===== config.mk =====
export PLATFORM = sky130hd
export DESIGN_NAME = cau_sqrt_cell
export DESIGN_NICKNAME = d
export VERILOG_FILES = /design/src/rtl/cau_pkg.sv /design/src/rtl/cau_sqrt_cell.sv
export SDC_FILE = /design/constraint.sdc
export NUM_CORES = 1
export LEC_CHECK = 0
export ABC_AREA = 1
export ABC_CLOCK_PERIOD_IN_PS = 1250
export BUFFER_PORTS_ARGS = -buffer_cell sky130_fd_sc_hd__buf_4
export CAP_MARGIN = 20
export CORE_MARGIN = 4
export CORE_UTILIZATION = 46
export CTS_CLUSTER_DIAMETER = 80
export DETAILED_ROUTE_END_ITERATION = 7
export HOLD_SLACK_MARGIN = 0.08
export MAX_ROUTING_LAYER = met4
export PLACE_DENSITY_LB_ADDON = 0.05
export SYNTH_ARGS = -nofsm -noshare
export SYNTH_HDL_FRONTEND = slang
export SYNTH_SLANG_ARGS = --single-unit

===== constraint.sdc =====
create_clock -name clk -period 1.25 [get_ports clk]
set_clock_uncertainty 0.2 [all_clocks]
set_input_delay 0.0625 -clock clk [delete_from_list [all_inputs] [get_ports clk]]
set_output_delay 0.0625 -clock clk [all_outputs]
set_load 0.1 [all_outputs]

===== src/rtl/cau_pkg.sv =====
package cau_pkg;

    localparam int FRAC_BITS = 8;

    localparam int OP_W   = 16;
    localparam int LIN_W  = OP_W + 1;
    localparam int PROD_W = 2 * OP_W;
    localparam int ACC_W  = PROD_W + 1;
    localparam int RES_W  = 24;
    localparam int MAG_W  = 23;
    localparam int SQ_W   = 2 * RES_W;
    localparam int ROOT_W = SQ_W / 2;
    localparam int REM_W  = ROOT_W + 3;
    localparam int N_CELLS = ROOT_W;

    localparam int LIMIT = (9999 << FRAC_BITS) / 100;
    localparam logic signed [OP_W-1:0] LIMIT_POS =
        (LIMIT > 32767) ? 16'sh7FFF : OP_W'(LIMIT);
    localparam logic signed [OP_W-1:0] LIMIT_NEG =
        (LIMIT > 32767) ? 16'sh8000 : OP_W'(-LIMIT);

    localparam logic [1:0] MODE_ADD  = 2'd0;
    localparam logic [1:0] MODE_SUB  = 2'd1;
    localparam logic [1:0] MODE_MUL  = 2'd2;
    localparam logic [1:0] MODE_PASS = 2'd3;

    typedef struct packed {
        logic signed [RES_W-1:0] re;
        logic signed [RES_W-1:0] im;
        logic [SQ_W-1:0]         rad;
        logic [REM_W-1:0]        rem;
        logic [ROOT_W-1:0]       root;
    } cau_cell_t;

endpackage


===== src/rtl/cau_sqrt_cell.sv =====
module cau_sqrt_cell
    import cau_pkg::*;
(
    input  logic      clk,
    input  logic      rst_n,
    input  logic      en,
    input  logic      vld_in,
    input  cau_cell_t d_in,
    output logic      vld_out,
    output cau_cell_t d_out
);

    logic [REM_W-1:0]  rem_sh;
    logic [REM_W-1:0]  trial;
    logic              take;
    cau_cell_t         d_next;

    always_comb
    begin
        rem_sh = {d_in.rem[REM_W-3:0], d_in.rad[SQ_W-1 -: 2]};
        trial  = REM_W'({d_in.root, 2'b01});
        take   = (rem_sh >= trial);

        d_next.re   = d_in.re;
        d_next.im   = d_in.im;
        d_next.rad  = {d_in.rad[SQ_W-3:0], 2'b00};
        d_next.rem  = take ? (rem_sh - trial) : rem_sh;
        d_next.root = {d_in.root[ROOT_W-2:0], take};
    end

    always_ff @(posedge clk or negedge rst_n)
    begin
        if (!rst_n)
            vld_out <= 1'b0;
        else if (en)
            vld_out <= vld_in;
    end

    always_ff @(posedge clk)
    begin
        if (en)
            d_out <= d_next;
    end

`ifndef SYNTH
    // partial remainder never exceeds twice the partial root
    a_rem_bound: assert property (@(posedge clk) disable iff (!rst_n)
        vld_out |-> (d_out.rem <= REM_W'({d_out.root, 1'b0})))
        else $error("sqrt cell remainder out of bound");

    a_advance: assert property (@(posedge clk) disable iff (!rst_n)
        (en && vld_in) |=> vld_out)
        else $error("sqrt cell dropped a word");

    a_hold: assert property (@(posedge clk) disable iff (!rst_n)
        (!en && vld_out) |=> (vld_out && $stable(d_out)))
        else $error("sqrt cell changed while stalled");
`endif

endmodule


==> results.ini, run 1 <==
[synth]
synth_top_area_cell=edfxtp_1
synthTopCellsByCount=nand2_1, edfxtp_1, inv_1, nor2_1, nand3_1
synth_cell_type_count=29
ys_ff_latch=146
synth_edf_count=145
yosysMostFrequentCell=nand2_1
ys_warn_count=0
synth_top_area_share_pct=63.6
netlist_instances=669
syn_area_um2=6840
async_flop_share_pct=0.685
syn_area_per_cell_um2=10.2
yosysSeqAreaShare_pct=64.0
synth_ff_type=edfxtp_1
ys_top_cells_by_area=edfxtp_1, nand2_1, inv_1

[global_routing]
grt_max_degree=48
grt-ovfl-total=612
grt_util_all_layers_pct=90.7

[sta]
crit_endpoint=d_out[25]$_DFFE_PP_/D
worst_path_end_type=register data pin

[floorplanning]
io_pins=299
dieHeight_um=130
start_util_pct=47.1
fp.dieW_um=130
num_rows=44

[place]
dp_worst_setup_slack_ns=-0.959
portBuffers=294
place.gp.congestion=0.899
dp_hpwl_um=17600
dp.cells=1247

[clock_tree]
clockBufferDepth=2
cts_sinks=146
cts_root_buf=clkbuf_16
cts_buffers=17
h-tree-depth=4

[run_status]
status=aborted with a tool error
first-error=[ERROR GRT-0232] Routing congestion too high. Check the congestion heatmap in the GUI.
haltStage=5_1_grt

## metal layers
| metal | overflow | track usage (%) |
|---|---|---|
| met1 | 10 | 81.9 |
| met4 | 120 | 96.7 |
| met5 | - | - |
| met3 | 16 | 73.7 |
| met2 | 466 | 110 |
## through the flow
step	hold slack (ns)	instance area, um2
after floorplan	-0.433	7220
after global placement	-0.361	10500
after detailed placement	-0.359	10500
after CTS	-0.264	13300
## kinds of logic after synthesis
group,Yosys count,share of synthesized area [%]
xor gates and xnor gates,15,1.92
adders and majority gates,26,4.75
and+or+nand+nor,317,18.7
DFF,146,64.0
AOI/OAI and AO/OA,30,2.58
muxes,1,0.165
buffers and inverters,133,7.81
other,1,0.0548
## timing repair
| action | in CTS |
|---|---|
| gates resized for setup | 223 |
| setup endpoints to repair | 174 |
| pin swaps | 12 |
| hold buffers | 141 |
| buffers inserted | 8 |
| hold endpoints to repair | 285 |
==> inputs of run 2 (changes only) <==
--- a/config.mk
+++ b/config.mk
@@ -10,12 +10,9 @@
 export BUFFER_PORTS_ARGS = -buffer_cell sky130_fd_sc_hd__buf_4
 export CAP_MARGIN = 20
 export CORE_MARGIN = 4
-export CORE_UTILIZATION = 46
-export CTS_CLUSTER_DIAMETER = 80
+export CORE_UTILIZATION = 31
 export DETAILED_ROUTE_END_ITERATION = 7
-export HOLD_SLACK_MARGIN = 0.08
-export MAX_ROUTING_LAYER = met4
-export PLACE_DENSITY_LB_ADDON = 0.05
+export PLACE_DENSITY_LB_ADDON = 0.15
 export SYNTH_ARGS = -nofsm -noshare
 export SYNTH_HDL_FRONTEND = slang
 export SYNTH_SLANG_ARGS = --single-unit
==> run 2 against run 1 <==
Compared with the run above: the flow now finishes, with violations (negative hold slack, negative setup slack); area after synthesis unchanged; synthesized cell count unchanged.
==> results.ini, run 2 <==
[synth]
synth_top_family_by_area=simple AND/OR/NAND/NOR gates
syn_area_per_cell_um2=10.2
ys_ff_latch=146
syn_area_um2=6840
synth_top_area_share_pct=63.6
yosysMostFrequentCell=nand2_1
synth_ff_type=edfxtp_1
synthTopCellsByCount=nand2_1, edfxtp_1, inv_1, nor2_1, nand3_1
synth-compound-area-share_pct=2.58
yosysSeqAreaShare_pct=64.0
async_flop_share_pct=0.685
synth_cell_type_count=29
ys_warn_count=0
yosys.area_share.simple_pct=18.7
synth-adder-area-share_pct=4.75
ys_top_cells_by_area=edfxtp_1, nand2_1, inv_1
netlist_instances=669
synth_edf_count=145
synth_xor_area_share_pct=1.92
synthMuxAreaShare_pct=0.165
synth_top_area_cell=edfxtp_1

[critical_path]
endpoint_kind=flip-flop
r2r_slack_ns=0.26
path_cells=buf_4 > inv_4 > ha_4 > nand2_4 > inv_4 > nand2_4 > nor2_4 > nand2_1 > nor2_1 > nor2_2 > nand2_2 > nor2_4 > buf_12 > o21ai_1
crit_family=simple AND/OR/NAND/NOR gates
r2r-end=vld_out
arrival_ns=1.50
worstReg2RegStart=vld_out
cpPeakStageDelay_ns=0.22
rr_worst_depth=1
crit_fanout=21
critPathKind=in2reg
crit_required_ns=1.22
cp-start-kind=input port
cp_slowest_cell=ha_4
path_buf_inv=4

[sta]
setup_viol=172
holdWs_ns=-0.00228
worst_slack_ns=-0.286
drv_slew=0
finalHoldViolations=1
rsz0062_at_grt=true
fin_crit_sh_pct=123
fmax_mhz=651
min_period_ns=1.54

[min_path]
min_from=d_in[24]
min_to=d_out[26]
hold_depth=4
min_path_type=in2reg

[detailed_routing]
ant_nets=0
drcViolationCount=0
detail_route.wl_per_cell_um=16.0
dr.pass1.iters=4
vias=6540
drt_iter0_markers=182
vias_per_cell=4.26
wl_um=24500

[floorplanning]
core_area_um2=21800
start_util_pct=31.5
dieHeight_um=157
fp.dieW_um=157
num_rows=54
die_area_um2=24500
io_pins=299

[clock_tree]
clockBufferDepth=2
cts_buffers=17
cts_sinks=146
clkTransAtPathRegs_ns=0.06
cts_tree=yes
h-tree-depth=4
cts_root_buf=clkbuf_16
clk_latency_ns=0.42

[global_routing]
grt-ovfl-total=0
antenna_found_initial=1
grt_pass1_vias=6804
grt_first_pass_wirelength_um=36300
grt_util_all_layers_pct=19.2
grt_max_degree=22

[cells_and_area]
final_nets=1419
syn2layout_area_growth_pct=103
reg.largest.list=d_out x145, vld_out x1
largest_register=d_out
fillCellCount=1758
largest_register_ffs=145
final_cell_mix=buf_4, nand2_1, buf_6
final_common_cell=buf_4
final_layout_size_suffix_gt1_share_pct=50.2

[place]
place.gp.congestion=0.863
portBuffers=294
dp_hpwl_um=17900

[run_status]
status=finished with violations
failed_checks=negative hold slack, negative setup slack

[job]
maxCapViolations=0

[power]
power_density_nw_per_um2=1340
power.leakage_nw=6.35
irDropWorstVdd_mv=0.833
power_w=0.0185

==> run 2: logic make-up (layout without fill, tap and decap cells) <==
group                      after synthesis  after routing
other                                    1              3
xor gates and xnor gates                15             15
DFF                                    146            146
buffers and inverters                  133            718
muxes                                    1              1
AOI/OAI and AO/OA                       30             30
and+or+nand+nor                        317            317
adders and majority gates               26             26
==> run 2: timing repair <==
action,4_1_cts,5_1_grt
gates cloned,1,0
setup endpoints to repair,174,174
buffers inserted,10,8
endpoints found under the hold margin,209,5
hold buffers,145,5
pin swaps,24,13
gates resized for setup,226,109
==> run 2: how the worst max path moves through the flow <==
stage / start / slack [ns] / cells past startpoint / endpoint
after floorplan: d_in[11] / -0.58 / 15 / d_out[37]
after global placement: d_in[1] / -0.81 / 12 / d_out[40]
after detailed placement: d_in[6] / -0.82 / 14 / d_out[38]
after CTS: d_in[10] / -0.29 / 14 / d_out[38]
after global routing: d_in[3] / -0.37 / 14 / d_out[38]
final: d_in[15] / -0.29 / 14 / d_out[38]
==> run 2: metal layers <==
layer  vias to the layer above  track usage [%]  routed length [um]
li1                       3297                -                   -
met1                      3020             22.7                9720
met2                       194             34.7               12900
met3                        29             4.04                1420
met4                         0             6.53                 537
met5                         -                0                   0
==> run 2: power breakdown <==
group	switching [W]	internal [W]	total, W	leakage, nW
clock	0.00226	0.00280	0.00506	0.269
sequential	0.000221	0.00593	0.00615	1.43
combinational	0.00484	0.00248	0.00732	4.65
total	0.00731	0.0112	0.0185	6.35
==> run 2: area by class of cell <==
cell class	instances	area (um2)	share of cell area, %
tap	280	350	2.53
multi-input combinational	391	2700	19.5
sequential	146	4380	31.6
clock buffer	18	429	3.10
antenna	1	2.50	0.0181
clock inverter	14	145	1.05
timing repair buffer	560	5320	38.4
inverter	126	528	3.81
==> run 2: through the flow <==
step / instances / util, % / instance area (um2) / worst slack, ns / TNS [ns]
5_1_grt: 1536 / 63.7 / 13900 / -0.369 / -16.87
3_5_place_dp: 1335 / 48.5 / 10500 / -0.819 / -21.27
4_1_cts: 1523 / 61.7 / 13400 / -0.286 / -12.30
3_3_place_gp: 1335 / 48.5 / 10500 / -0.810 / -20.89
6_report: 1536 / 63.7 / 13900 / -0.286 / -9.62
2_1_floorplan: 670 / - / 7220 / -0.578 / -14.42
Note: power is estimated with default switching activity, not from simulation.
